**src/rtl/psfutp_pkg.sv**
```systemverilog
// Shared types and constants for the PSF Unicode table parser.
`timescale 1ns / 1ps
`default_nettype none

package psfutp_pkg;

  localparam int GLYPH_W = 10;
  localparam logic [GLYPH_W-1:0] MAX_GLYPHS = 10'd512;
  localparam logic [GLYPH_W-1:0] GLYPH_COUNT_RESET = 10'd256;

  localparam int QUEUE_DEPTH = 4;
  localparam int QPTR_W = $clog2(QUEUE_DEPTH);
  localparam int QCNT_W = $clog2(QUEUE_DEPTH + 1);

  localparam int BURST_MAX = 4;

  localparam logic REG_PSF2_MODE = 1'b0;
  localparam logic REG_GLYPH_COUNT = 1'b1;

  typedef enum logic [2:0] {
    KIND_MAP = 3'd0,
    KIND_GLYPH_END = 3'd1,
    KIND_OK = 3'd2,
    KIND_SHORT = 3'd3,
    KIND_TOO_LONG = 3'd4,
    KIND_CORRUPT = 3'd5
  } kind_t;

  typedef struct packed {
    logic [7:0] stream_byte;
    logic       end_of_table;
  } item_t;

  typedef struct packed {
    kind_t              kind;
    logic [GLYPH_W-1:0] glyph_index;
    logic [7:0]         map_byte;
    logic               last;
  } result_t;

  typedef struct packed {
    kind_t                     kind;
    logic [GLYPH_W-1:0]        glyph;
    logic [1:0]                last_idx;
    logic [BURST_MAX-1:0][7:0] bytes;
  } entry_t;

  typedef struct packed {
    logic full;
    logic empty;
  } q_status_t;

endpackage

`default_nettype wire

```
**src/rtl/psf_unicode_table_parser_unit.sv**
```systemverilog
// Top level of the PSF Unicode table parser.
//
//   channel   direction  handshake               payload
//   item      in         item_valid/item_stall   item_data (stream_byte, end_of_table)
//   result    out        res_valid/res_stall     res_data (kind, glyph_index, map_byte, last)
//   cfg       in         cfg_write               cfg_index, cfg_data
//
// A byte is taken every cycle while the four-entry burst queue has room.
// Each byte yields zero to four results; they leave one per cycle from the
// output register while res_stall is low.
// Results pass through the burst queue and then the output register.
// Synchronous reset clears parser state and loads the register defaults.
`timescale 1ns / 1ps
`default_nettype none

module psf_unicode_table_parser_unit (
  input  wire                  clk,
  input  wire                  rst,
  input  wire                  cfg_write,
  input  wire                  cfg_index,
  input  wire [9:0]            cfg_data,
  input  wire                  item_valid,
  output logic                 item_stall,
  input  psfutp_pkg::item_t    item_data,
  output logic                 res_valid,
  input  wire                  res_stall,
  output psfutp_pkg::result_t  res_data
);

  psfutp_pkg::entry_t     push_entry;
  psfutp_pkg::entry_t     head;
  psfutp_pkg::q_status_t  q_status;
  logic                   push;
  logic                   pop;

  psfutp_front u_front (
    .clk        (clk),
    .rst        (rst),
    .cfg_write  (cfg_write),
    .cfg_index  (cfg_index),
    .cfg_data   (cfg_data),
    .item_valid (item_valid),
    .item_data  (item_data),
    .item_stall (item_stall),
    .q_status   (q_status),
    .push       (push),
    .entry      (push_entry)
  );

  psfutp_queue u_queue (
    .clk        (clk),
    .rst        (rst),
    .push       (push),
    .push_entry (push_entry),
    .pop        (pop),
    .head       (head),
    .q_status   (q_status)
  );

  psfutp_back u_back (
    .clk       (clk),
    .rst       (rst),
    .head      (head),
    .q_status  (q_status),
    .pop       (pop),
    .res_valid (res_valid),
    .res_stall (res_stall),
    .res_data  (res_data)
  );

`ifndef NO_ASSERTIONS
  a_status_single: assert property (@(posedge clk) disable iff (rst)
    (res_valid && res_data.kind != psfutp_pkg::KIND_MAP) |-> res_data.last)
    else $error("status result not marked last");

  a_burst_contiguous: assert property (@(posedge clk) disable iff (rst)
    (res_valid && !res_stall && !res_data.last) |=> res_valid)
    else $error("gap inside a result burst");

  a_map_glyph_range: assert property (@(posedge clk) disable iff (rst)
    (res_valid && res_data.kind == psfutp_pkg::KIND_MAP)
      |-> (res_data.glyph_index < psfutp_pkg::MAX_GLYPHS))
    else $error("map byte for glyph beyond the cap");

  a_no_push_when_full: assert property (@(posedge clk) disable iff (rst)
    q_status.full |-> !push)
    else $error("burst queue overflow");
`endif

endmodule

`default_nettype wire

```
**src/rtl/psfutp_front.sv**
```systemverilog
// Front end: accepts table bytes, tracks parser state and builds result bursts.
`timescale 1ns / 1ps
`default_nettype none

module psfutp_front (
  input  wire                  clk,
  input  wire                  rst,
  input  wire                  cfg_write,
  input  wire                  cfg_index,
  input  wire [9:0]            cfg_data,
  input  wire                  item_valid,
  input  psfutp_pkg::item_t    item_data,
  output logic                 item_stall,
  input  psfutp_pkg::q_status_t q_status,
  output logic                 push,
  output psfutp_pkg::entry_t   entry
);

  logic                              psf2_mode;
  logic [psfutp_pkg::GLYPH_W-1:0]    glyph_count;
  logic [psfutp_pkg::GLYPH_W-1:0]    current_glyph;
  logic [psfutp_pkg::GLYPH_W-1:0]    current_glyph_next;
  logic [7:0]                        held_bytes [3];
  logic [1:0]                        held_count;
  logic [1:0]                        held_count_next;
  logic [1:0]                        bytes_needed;
  logic [1:0]                        bytes_needed_next;
  logic                              halted;
  logic                              halted_next;

  logic                              accept;
  logic                              has_result;
  logic                              hold_we;
  logic [1:0]                        hold_idx;
  logic [psfutp_pkg::GLYPH_W-1:0]    limit;
  logic                              too_long;
  logic                              pending;
  logic [7:0]                        b;
  logic [15:0]                       code;

  assign item_stall = q_status.full;
  assign accept     = item_valid && !item_stall;
  assign push       = accept && has_result;

  assign b        = item_data.stream_byte;
  assign code     = {b, held_bytes[0]};
  assign limit    = (glyph_count < psfutp_pkg::MAX_GLYPHS) ? glyph_count
                                                           : psfutp_pkg::MAX_GLYPHS;
  assign too_long = current_glyph >= limit;
  assign pending  = psf2_mode ? (bytes_needed != 2'd0) : (held_count != 2'd0);

  always_comb begin
    current_glyph_next = current_glyph;
    held_count_next    = held_count;
    bytes_needed_next  = bytes_needed;
    halted_next        = halted;
    hold_we            = 1'b0;
    hold_idx           = 2'd0;
    has_result         = 1'b0;
    entry.kind         = psfutp_pkg::KIND_MAP;
    entry.glyph        = current_glyph;
    entry.last_idx     = 2'd0;
    entry.bytes        = '0;

    if (item_data.end_of_table) begin
      if (!halted) begin
        has_result = 1'b1;
        entry.kind = pending ? psfutp_pkg::KIND_SHORT : psfutp_pkg::KIND_OK;
      end
      current_glyph_next = '0;
      held_count_next    = 2'd0;
      bytes_needed_next  = 2'd0;
      halted_next        = 1'b0;
    end else if (!halted) begin
      if (!psf2_mode) begin
        if (held_count == 2'd0) begin
          if (too_long) begin
            has_result        = 1'b1;
            entry.kind        = psfutp_pkg::KIND_TOO_LONG;
            held_count_next   = 2'd0;
            bytes_needed_next = 2'd0;
            halted_next       = 1'b1;
          end else begin
            hold_we         = 1'b1;
            hold_idx        = 2'd0;
            held_count_next = 2'd1;
          end
        end else begin
          held_count_next = 2'd0;
          has_result      = 1'b1;
          if (code == 16'hffff) begin
            entry.kind         = psfutp_pkg::KIND_GLYPH_END;
            current_glyph_next = current_glyph + 1'b1;
          end else if (code < 16'h0080) begin
            entry.bytes[0] = code[7:0];
          end else if (code < 16'h0800) begin
            entry.bytes[0] = {3'b110, code[10:6]};
            entry.bytes[1] = {2'b10, code[5:0]};
            entry.last_idx = 2'd1;
          end else begin
            entry.bytes[0] = {4'b1110, code[15:12]};
            entry.bytes[1] = {2'b10, code[11:6]};
            entry.bytes[2] = {2'b10, code[5:0]};
            entry.last_idx = 2'd2;
          end
        end
      end else if (bytes_needed == 2'd0) begin
        if (too_long) begin
          has_result        = 1'b1;
          entry.kind        = psfutp_pkg::KIND_TOO_LONG;
          held_count_next   = 2'd0;
          bytes_needed_next = 2'd0;
          halted_next       = 1'b1;
        end else if (b == 8'hff) begin
          has_result         = 1'b1;
          entry.kind         = psfutp_pkg::KIND_GLYPH_END;
          current_glyph_next = current_glyph + 1'b1;
        end else if (b inside {[8'hc0:8'hfc]}) begin
          hold_we         = 1'b1;
          hold_idx        = 2'd0;
          held_count_next = 2'd1;
          if (b inside {[8'hc0:8'hdf]}) begin
            bytes_needed_next = 2'd1;
          end else if (b inside {[8'he0:8'hef]}) begin
            bytes_needed_next = 2'd2;
          end else begin
            bytes_needed_next = 2'd3;
          end
        end else begin
          has_result     = 1'b1;
          entry.bytes[0] = b;
        end
      end else begin
        if (b > 8'hfd) begin
          has_result        = 1'b1;
          entry.kind        = psfutp_pkg::KIND_CORRUPT;
          held_count_next   = 2'd0;
          bytes_needed_next = 2'd0;
          halted_next       = 1'b1;
        end else if (bytes_needed == 2'd1) begin
          has_result = 1'b1;
          for (int i = 0; i < 3; i++) begin
            if (2'(i) < held_count) begin
              entry.bytes[i] = held_bytes[i];
            end
          end
          entry.bytes[held_count] = b;
          entry.last_idx          = held_count;
          held_count_next         = 2'd0;
          bytes_needed_next       = 2'd0;
        end else begin
          hold_we           = 1'b1;
          hold_idx          = (held_count == 2'd3) ? 2'd2 : held_count;
          held_count_next   = held_count + 1'b1;
          bytes_needed_next = bytes_needed - 1'b1;
        end
      end
    end
  end

  always_ff @(posedge clk) begin
    if (rst) begin
      psf2_mode     <= 1'b1;
      glyph_count   <= psfutp_pkg::GLYPH_COUNT_RESET;
      current_glyph <= '0;
      held_count    <= 2'd0;
      bytes_needed  <= 2'd0;
      halted        <= 1'b0;
    end else if (cfg_write) begin
      if (cfg_index == psfutp_pkg::REG_PSF2_MODE) begin
        psf2_mode    <= cfg_data[0];
        held_count   <= 2'd0;
        bytes_needed <= 2'd0;
      end else begin
        glyph_count <= cfg_data;
      end
    end else if (accept) begin
      current_glyph <= current_glyph_next;
      held_count    <= held_count_next;
      bytes_needed  <= bytes_needed_next;
      halted        <= halted_next;
    end
  end

  always_ff @(posedge clk) begin
    if (accept && hold_we) begin
      held_bytes[hold_idx] <= b;
    end
  end

endmodule

`default_nettype wire

```
**src/rtl/psfutp_queue.sv**
```systemverilog
// Short burst queue between the front end and the result stage.
`timescale 1ns / 1ps
`default_nettype none

module psfutp_queue (
  input  wire                    clk,
  input  wire                    rst,
  input  wire                    push,
  input  psfutp_pkg::entry_t     push_entry,
  input  wire                    pop,
  output psfutp_pkg::entry_t     head,
  output psfutp_pkg::q_status_t  q_status
);

  psfutp_pkg::entry_t               slots [psfutp_pkg::QUEUE_DEPTH];
  logic [psfutp_pkg::QPTR_W-1:0]    wr_ptr;
  logic [psfutp_pkg::QPTR_W-1:0]    rd_ptr;
  logic [psfutp_pkg::QCNT_W-1:0]    count;

  assign head           = slots[rd_ptr];
  assign q_status.full  = count == psfutp_pkg::QCNT_W'(psfutp_pkg::QUEUE_DEPTH);
  assign q_status.empty = count == '0;

  always_ff @(posedge clk) begin
    if (rst) begin
      wr_ptr <= '0;
      rd_ptr <= '0;
      count  <= '0;
    end else begin
      if (push) begin
        wr_ptr <= wr_ptr + 1'b1;
      end
      if (pop) begin
        rd_ptr <= rd_ptr + 1'b1;
      end
      if (push && !pop) begin
        count <= count + 1'b1;
      end else if (pop && !push) begin
        count <= count - 1'b1;
      end
    end
  end

  always_ff @(posedge clk) begin
    if (push) begin
      slots[wr_ptr] <= push_entry;
    end
  end

endmodule

`default_nettype wire

```
**src/rtl/psfutp_back.sv**
```systemverilog
// Result stage: plays each queued burst out one result per transfer.
`timescale 1ns / 1ps
`default_nettype none

module psfutp_back (
  input  wire                    clk,
  input  wire                    rst,
  input  psfutp_pkg::entry_t     head,
  input  psfutp_pkg::q_status_t  q_status,
  output logic                   pop,
  output logic                   res_valid,
  input  wire                    res_stall,
  output psfutp_pkg::result_t    res_data
);

  psfutp_pkg::entry_t cur;
  logic [1:0]         idx;
  logic               at_last;
  logic               done;

  assign at_last = idx == cur.last_idx;
  assign done    = !res_valid || (!res_stall && at_last);
  assign pop     = done && !q_status.empty;

  assign res_data.kind        = cur.kind;
  assign res_data.glyph_index = cur.glyph;
  assign res_data.map_byte    = cur.bytes[idx];
  assign res_data.last        = at_last;

  always_ff @(posedge clk) begin
    if (rst) begin
      res_valid <= 1'b0;
      idx       <= 2'd0;
    end else if (pop) begin
      res_valid <= 1'b1;
      idx       <= 2'd0;
    end else if (res_valid && !res_stall) begin
      if (at_last) begin
        res_valid <= 1'b0;
      end else begin
        idx <= idx + 1'b1;
      end
    end
  end

  always_ff @(posedge clk) begin
    if (pop) begin
      cur <= head;
    end
  end

endmodule

`default_nettype wire
```
**config.mk**
```make
export PLATFORM = sky130hd
export DESIGN_NAME = psf_unicode_table_parser_unit
export DESIGN_NICKNAME = d
export VERILOG_FILES = /design/src/rtl/psfutp_pkg.sv /design/src/rtl/psf_unicode_table_parser_unit.sv /design/src/rtl/psfutp_front.sv /design/src/rtl/psfutp_queue.sv /design/src/rtl/psfutp_back.sv
export SDC_FILE = /design/constraint.sdc
export NUM_CORES = 1
export LEC_CHECK = 0
export BUFFER_PORTS_ARGS = -buffer_cell sky130_fd_sc_hd__buf_2
export CAP_MARGIN = 10
export CORE_ASPECT_RATIO = 1.4
export CORE_MARGIN = 8
export CORE_UTILIZATION = 50
export DETAILED_ROUTE_END_ITERATION = 16
export PLACE_DENSITY_LB_ADDON = 0.1
export SYNTH_ARGS = -nofsm -noshare
export SYNTH_HDL_FRONTEND = slang
export SYNTH_SLANG_ARGS = --single-unit
export TNS_END_PERCENT = 10
```
**constraint.sdc**
```tcl
create_clock -name clk -period 4.2 [get_ports clk]
set_clock_uncertainty 0.1 [all_clocks]
set_input_delay 0.84 -clock clk [delete_from_list [all_inputs] [get_ports clk]]
set_output_delay 0.84 -clock clk [all_outputs]
set_load 0.01 [all_outputs]
```
== Word-level counts from Yosys, hierarchy flattened ==
Memories as Yosys holds them, arrays and structs flattened. A register that Yosys moved wholly into a read port is not among the register bits.
Cells that the tools add are included.
W data, S select, Z words.

* Bits of input ports: 25
* Memories kept: 2
* Bits in writable memories: 212
* Register bits: 36
* Word-level logic and storage cells: 241
* Output and inout port bits: 24

{| class="wikitable"
|+ Memory list
! name !! words !! bits a word !! read ports !! clocked after memory_dff !! write ports !! RTL line !! text
|-
| u_queue.slots || 4 || 47 || 1 || 1 || 1 || psfutp_queue.sv:15 || <nowiki>psfutp_pkg::entry_t slots [psfutp_pkg::QUEUE_DEPTH];</nowiki>
|-
| u_front.held_bytes || 3 || 8 || 3 || 0 || 1 || psfutp_front.sv:23 || <nowiki>logic [7:0] held_bytes [3];</nowiki>
|}

* Add/subtract/negate cells: 8
* Magnitude comparators: 16
* Bitwise operators: 3
* Muxes and demuxes: 144
* Equal/unequal tests: 17
* Reductions and logical operators: 40

{| class="wikitable"
|+ Operators with widths
! kind !! number
|-
| $mux W8 || 30
|-
| $mux W34 || 4
|-
| $mux W10 || 9
|-
| $mux W2 || 38
|-
| $mux W24 || 3
|-
| $mux W1 || 43
|-
| $mux W3 || 11
|-
| $bwmux W32 || 1
|-
| $mux W26 || 1
|-
| $le A8 B8 Y1 const B || 3
|-
| $bmux W8 S2 || 1
|-
| $demux W8 S2 || 1
|-
| $eq A16 B16 Y1 const B || 1
|-
| $ge A8 B8 Y1 const B || 2
|-
| $lt A16 B12 Y1 const B || 1
|-
| $lt A16 B8 Y1 const B || 1
|-
| $mux W16 || 1
|-
| $mux W14 || 1
|-
| $logic_and A1 B1 Y1 || 12
|-
| $ne A3 B3 Y1 const B || 4
|-
| $ne A6 B6 Y1 const B || 2
|-
| $reduce_bool A2 Y1 || 6
|-
| $add A10 B1 Y10 const B || 1
|-
| $ge A10 B10 Y1 || 1
|-
| 30 further kinds || 50
|}

== Logic depth before layout (Yosys ltp) ==
* Word-level depth: 15
* Gate-level depth with buffers: 14
* Depth with buffers taken out: 14

== By module ==
Synthesis repeated with hierarchy kept, for this count alone.

* Cell total of the unflattened synthesis: 814
* Area total of the unflattened synthesis: 12724.7 um^2

{| class="wikitable"
|+ Modules (own cells, without submodules)
! module !! area an instance (um^2) !! cells an instance !! seq. area each (um^2) !! instances
|-
| psfutp_queue || 7235.7 || 289 || 5825.6 || 1
|-
| psfutp_front || 3564.7 || 432 || 1241.2 || 1
|-
| psfutp_back || 1924.3 || 93 || 1471.4 || 1
|}

== Worst setup path after synthesis ==
No wires, ideal clock.

* Path kind: in2reg
* Start: in res_stall
* End: reg u_queue.count[2] in the netlist's numbering
* Setup time: 0.071 ns
* Path buffers: 0
* Stages: 9
* Setup slack: 0.443 ns
* Required time: 4.029 ns
* Data arrival time: 3.586 ns
* Path through: o31ai_1 -> o31a_1 -> inv_1 -> ha_1 -> inv_1 -> fa_1 -> xor2_1 -> or3_1 -> a21oi_1

* Cells in the longest elaborated chain, start to end: 7
* Elaborated cells on any way between the ends: 9
* Classes of those cells: mux (1); reduce/logical (8)

{| class="wikitable"
|+ Ends and longest elaborated chain
! element !! RTL line !! text
|-
| start: declaration || psf_unicode_table_parser_unit.sv:26 || <nowiki>input wire res_stall,</nowiki>
|-
| $logic_not A1 Y1 * || psfutp_back.sv:22 || <nowiki>assign done = !res_valid || (!res_stall && at_last);</nowiki>
|-
| $logic_and A1 B1 Y1 * || psfutp_back.sv:22 ||
|-
| $logic_or A1 B1 Y1 * || psfutp_back.sv:22 ||
|-
| $logic_and A1 B1 Y1 * || psfutp_back.sv:23 || <nowiki>assign pop = done && !q_status.empty;</nowiki>
|-
| named net pop || psf_unicode_table_parser_unit.sv:34 || <nowiki>logic pop;</nowiki>
|-
| $logic_not A1 Y1 || psfutp_queue.sv:36 || <nowiki>if (push && !pop) begin</nowiki>
|-
| $logic_and A1 B1 Y1 || psfutp_queue.sv:36 ||
|-
| $mux W3 or $reduce_bool A2 Y1 (tied branches) || - ||
|-
| end signal: assignment || psfutp_queue.sv:37 || <nowiki>count <= count + 1'b1;</nowiki>
|-
| end signal: assignment || psfutp_queue.sv:39 || <nowiki>count <= count - 1'b1;</nowiki>
|-
| end: declaration || psfutp_queue.sv:18 || <nowiki>logic [psfutp_pkg::QCNT_W-1:0] count;</nowiki>
|}

The timed path passes the listed nets; every way through them passes the cells marked *.
A chain may end at the register's enable or synchronous reset.

== Worst setup path in the final report ==
* Start: reg u_front.glyph_count[9] in the netlist's numbering
* End: reg u_queue.count[2] in the netlist's numbering

* Cells in the longest elaborated chain, start to end: 12
* Elaborated cells on any way between the ends: 16
* Classes of those cells: order compare (2); mux (9); reduce/logical (5)

{| class="wikitable"
|+ Ends and longest elaborated chain
! element !! RTL line !! text
|-
| start: declaration || psfutp_front.sv:20 || <nowiki>logic [psfutp_pkg::GLYPH_W-1:0] glyph_count;</nowiki>
|-
| start signal: assignment || psfutp_front.sv:164 || <nowiki>glyph_count <= psfutp_pkg::GLYPH_COUNT_RESET;</nowiki>
|-
| start signal: assignment || psfutp_front.sv:175 || <nowiki>glyph_count <= cfg_data;</nowiki>
|-
| $lt A10 B10 Y1 || psfutp_front.sv:47 || <nowiki>assign limit = (glyph_count < psfutp_pkg::MAX_GLYPHS) ? glyph_count</nowiki>
|-
| $mux W10 * || psfutp_front.sv:47 ||
|-
| $ge A10 B10 Y1 * || psfutp_front.sv:49 || <nowiki>assign too_long = current_glyph >= limit;</nowiki>
|-
| $mux W1 (on tied branches) || psfutp_front.sv:77, psfutp_front.sv:108 ||
|-
| $mux W1 (on tied branches) || psfutp_front.sv:76, psfutp_front.sv:107 ||
|-
| $mux W1 * || psfutp_front.sv:75 || <nowiki>if (!psf2_mode) begin</nowiki>
|-
| $mux W1 * || psfutp_front.sv:74 || <nowiki>end else if (!halted) begin</nowiki>
|-
| $mux W1 * || psfutp_front.sv:65 || <nowiki>if (item_data.end_of_table) begin</nowiki>
|-
| $logic_and A1 B1 Y1 * || psfutp_front.sv:43 || <nowiki>assign push = accept && has_result;</nowiki>
|-
| named net push || psf_unicode_table_parser_unit.sv:33 || <nowiki>logic push;</nowiki>
|-
| $logic_not A1 Y1 || psfutp_queue.sv:38 || <nowiki>end else if (pop && !push) begin</nowiki>
|-
| $logic_and A1 B1 Y1 || psfutp_queue.sv:38 ||
|-
| $reduce_bool A2 Y1 (no source line) || - ||
|}

Marked as above.

==> metrics.log <==
INFO  metric timing.critical_path.max_delay_family = adder cells
INFO  metric synth.avg_cell_area = approximately 16 µm²
INFO  metric crit_buf_inv = 2
INFO  metric finalHoldWorstSlack = around 0.37 ns
INFO  metric antenna_violating_nets_post_route = 0
INFO  metric min_period = 3.832 ns
INFO  metric vdd_drop_max = between 0.6 and 0.7 mV
INFO  metric worst_path_most_repeated_cell = ha_1
INFO  metric timing.critical_path.required = 4.59 ns
INFO  metric cp_data_arrival_time = about 4.2 ns
INFO  metric via_per_inst = 6.019
INFO  metric layout.nets = about 900
INFO  metric first_pass_iters = 5
INFO  metric route.detailed.drc = 0
INFO  metric grt_start_max_net_pins = 52
INFO  metric run_status = finished clean
INFO  metric clkTransAtPathRegs = 0.06 ns
INFO  metric start_util = approximately half
INFO  metric number_of_distinct_standard_cells_referenced_by_the_synthesized_netlist = between 60 and 70
INFO  metric place_hpwl = between 15,000 and 20,000 µm
INFO  metric critical_path_class = flip-flop to flip-flop
INFO  metric drive_gt1_share = between 20% and 30%
INFO  metric post_syn_instances = just under 800
INFO  metric critical-path-slowest-cell = fa_1
INFO  metric globalplace.congestion = around 0.84
INFO  metric syn_area = approximately 12,000 µm²
INFO  metric power_frac_seq = about 51%
INFO  metric cp_max_fo = 9
INFO  metric grt.total_usage = a little under a fifth
INFO  metric grt_pass1_vias = between 7,000 and 8,000
INFO  metric worstMarginPinSlew = between 0.9 and 1 ns
INFO  metric synth_edf_count = 259
INFO  metric core.rowCount = ~70
INFO  metric cts_setup_buffers = 0
INFO  metric dr.first_iter.drc_count = 547
INFO  metric clkLatencyLatePin = around 0.56 ns
INFO  metric die_boundary_width = approximately 150 µm
INFO  metric crit_path_start_kind = flip-flop
INFO  metric final_hold_viol_count = 0
INFO  metric totalWireLength = ~28,000 µm
INFO  metric die-area = around 30,000 µm²
INFO  metric via_count = roughly 7,100
INFO  metric num_antenna_cells = 0
INFO  metric worst_slew_margin_rel = between 30% and 40%
INFO  metric power.switching_fraction = a little over a quarter
INFO  metric setup_viol = 0
INFO  metric finalCritPeriodShare = about 91%
INFO  metric tritoncts = yes
INFO  metric dpl.cell_count = around 1,100
INFO  metric boundaryPins = 49
INFO  metric critical_path.endpoint_type = flip-flop
INFO  metric p_leak = around 4.8 nW
INFO  metric grt_first_pass_wirelength = roughly 44,000 µm
INFO  metric combPwrFrac = ~17%
INFO  metric post_cts_repair_resize_count = 0
INFO  metric power.share.clock = 32.4%
INFO  metric pwr_dens = roughly 560 nW/µm²
INFO  metric clock.fmax = around 0.26 GHz
INFO  metric dominantRegCellSynth = edfxtp_1
INFO  metric cts_max_path_buffers = 3
INFO  metric setup-tns-final = 0 ns
INFO  metric area.growth.synth_to_final = 12.40%
INFO  metric clock_tree.root_cell = clkbuf_16
INFO  metric power_report.internal_total = 5.798 mW
INFO  metric finalNonFillerCells = about 1,200
INFO  metric die-height = 202.9 µm
INFO  metric timing.critical_path.cells = clkinv_1 -> ha_1 -> nand4_1 -> nor3_2 -> a211oi_2 -> a31oi_1 -> o31a_1 -> ha_1 -> inv_1 -> fa_1 -> xor2_1 -> or3_1 -> a21oi_1
INFO  metric sequential_fraction_of_the_synthesis_area = about two thirds
INFO  metric yosysWarningCount = 0
INFO  metric yosys_register_bits = 295
INFO  metric port_buffers = between 40 and 50
INFO  metric clock_sink_count = 295
INFO  metric cts_inserted_buffers = 29
INFO  metric cts_hold_buf = 0
INFO  metric syn-num-nets = between 800 and 900
INFO  metric synth_async_sr_flop_share = 0%
INFO  metric overflow = 0
INFO  metric total_switching_power = ~2.1 mW
INFO  metric wl_per_cell = approximately 24 µm
INFO  metric rsz0062_at_grt = false
INFO  metric hold_class = flip-flop to flip-flop
INFO  metric design.core.area = roughly 25,000 µm²
INFO  metric timing.critical_path.slowest_cell_delay = 0.42 ns
INFO  metric ctsHtreeMaxLevel = 1
INFO  metric max_cap_check_violation_count = 0
INFO  metric grt_antenna_before_repair = 0
INFO  metric drv_slew = 0
## flip-flops by register name, indices dropped and copies added (netlist names)
signal / count
u_back.idx: 2
u_front.held_bytes: 24
u_queue.count: 3
u_back.res_valid: 1
u_front.bytes_needed: 2
u_front.held_count: 2
u_front.psf2_mode: 1
u_queue.rd_ptr: 2
u_front.glyph_count: 10
u_queue.slots: 188
u_front.halted: 1
u_back.cur: 34
u_front.current_glyph: 10
u_queue.wr_ptr: 2
u_back.res_data: 13
## placed cells by master (no fill, tap or decap), types with 7 or more instances in the layout
cell type	netlist	layout
edfxtp_1	259	259
nand2_1	69	69
dfxtp_1	36	34
buf_4	14	17
a22oi_1	22	22
a21oi_1	32	32
o21ai_0	24	24
nor2_1	35	35
clkbuf_16	0	29
ha_1	24	24
nand2b_1	9	9
buf_2	7	48
clkinv_2	0	7
mux4_2	55	55
and3_1	10	10
nor2b_1	10	10
or4_1	7	7
mux2i_1	9	9
nand3_1	8	8
inv_1	14	14
o31ai_1	7	7
a31oi_1	10	10
nor3_1	14	14
## kinds of logic after synthesis
logic type                 Yosys count  share of synthesized area [%]
DFF                                295                          68.14
AOI/OAI and AO/OA                  136                          7.193
xor gates and xnor gates             8                         0.5618
adders and majority gates           25                          2.568
buffers and inverters               65                          2.508
muxes                               66                          10.83
and+or+nand+nor                    198                          8.196
## final timing paths
path | start | slack [ns] | to | cells past startpoint
worst max-delay path | u_front.glyph_count[9] | 0.37 | u_queue.count[2] | 13
worst min-delay path | u_front.bytes_needed[1] | 0.37 | u_front.bytes_needed[1] | 2
worst max register to register | u_front.glyph_count[9] | 0.37 | u_queue.count[2] | 13
worst min register to register | u_front.bytes_needed[1] | 0.37 | u_front.bytes_needed[1] | 2
## through the flow
stage               utilization (%)  setup WS (ns)  instance area [µm²]  total power [mW]
finish                        57.01         0.3679                14020             7.854
global route                  57.01        0.03306                14020             8.194
CTS                           57.01         0.4031                14020             7.952
detailed placement            53.15         0.3122                13070             5.413
global placement              53.15         0.3580                13070             5.382
floorplan                         -         0.4430                12470             4.980
## Yosys cell counts, drive strengths merged (5+ instances only)
master,n,area [µm²]
mux2i,9,90.09
mux4,55,1239
o22ai,6,37.54
dfxtp,36,720.7
and3,10,62.56
nand3,9,50.05
nor3b,5,47.54
nand4,7,50.05
inv,14,52.55
a21oi,32,160.2
edfxtp,259,7777
clkbuf,22,82.58
nor2b,10,62.56
a22oi,22,165.2
nor4,5,37.53
a31oi,10,62.56
ha,24,300.3
nand2b,10,70.06
nor3,16,90.09
nand2,69,259.0
nor2,36,142.6
and2,8,50.05
or4,8,63.81
o21ai,25,125.1
buf,28,173.9
xor2,5,43.79
o31ai,7,52.55
## per-layer routing
metal	track usage [%]	vias up	wire length, µm
met1	21.57	3600	10570
met4	7.703	0	1015
met5	0	-	0
met3	2.652	63	1246
li1	-	3221	-
met2	35.21	224	15370
## area by class of cell
class	instances	area, µm²
multi-input combinational	433	3667
clock inverter	16	130.1
sequential	295	8503
inverter	15	56.30
clock buffer	38	819.5
timing repair buffer	69	447.9
fill	1938	10570
tap	315	394.1
## power by group through the flow
stage,logic [mW],clock network [mW],registers [mW]
floorplan,1.09,0,3.89
global placement,1.33,0,4.06
detailed placement,1.34,0,4.07
CTS,1.35,2.59,4.01
global route,1.44,2.70,4.06
finish,1.32,2.55,3.99
## tightest hold or removal path, stage by stage, from the launching register on
cell     delay (ns)
dfxtp_1        0.31
nand2_1        0.05
mux2i_1        0.06
No activity file was read; power rests on OpenSTA's default activity.
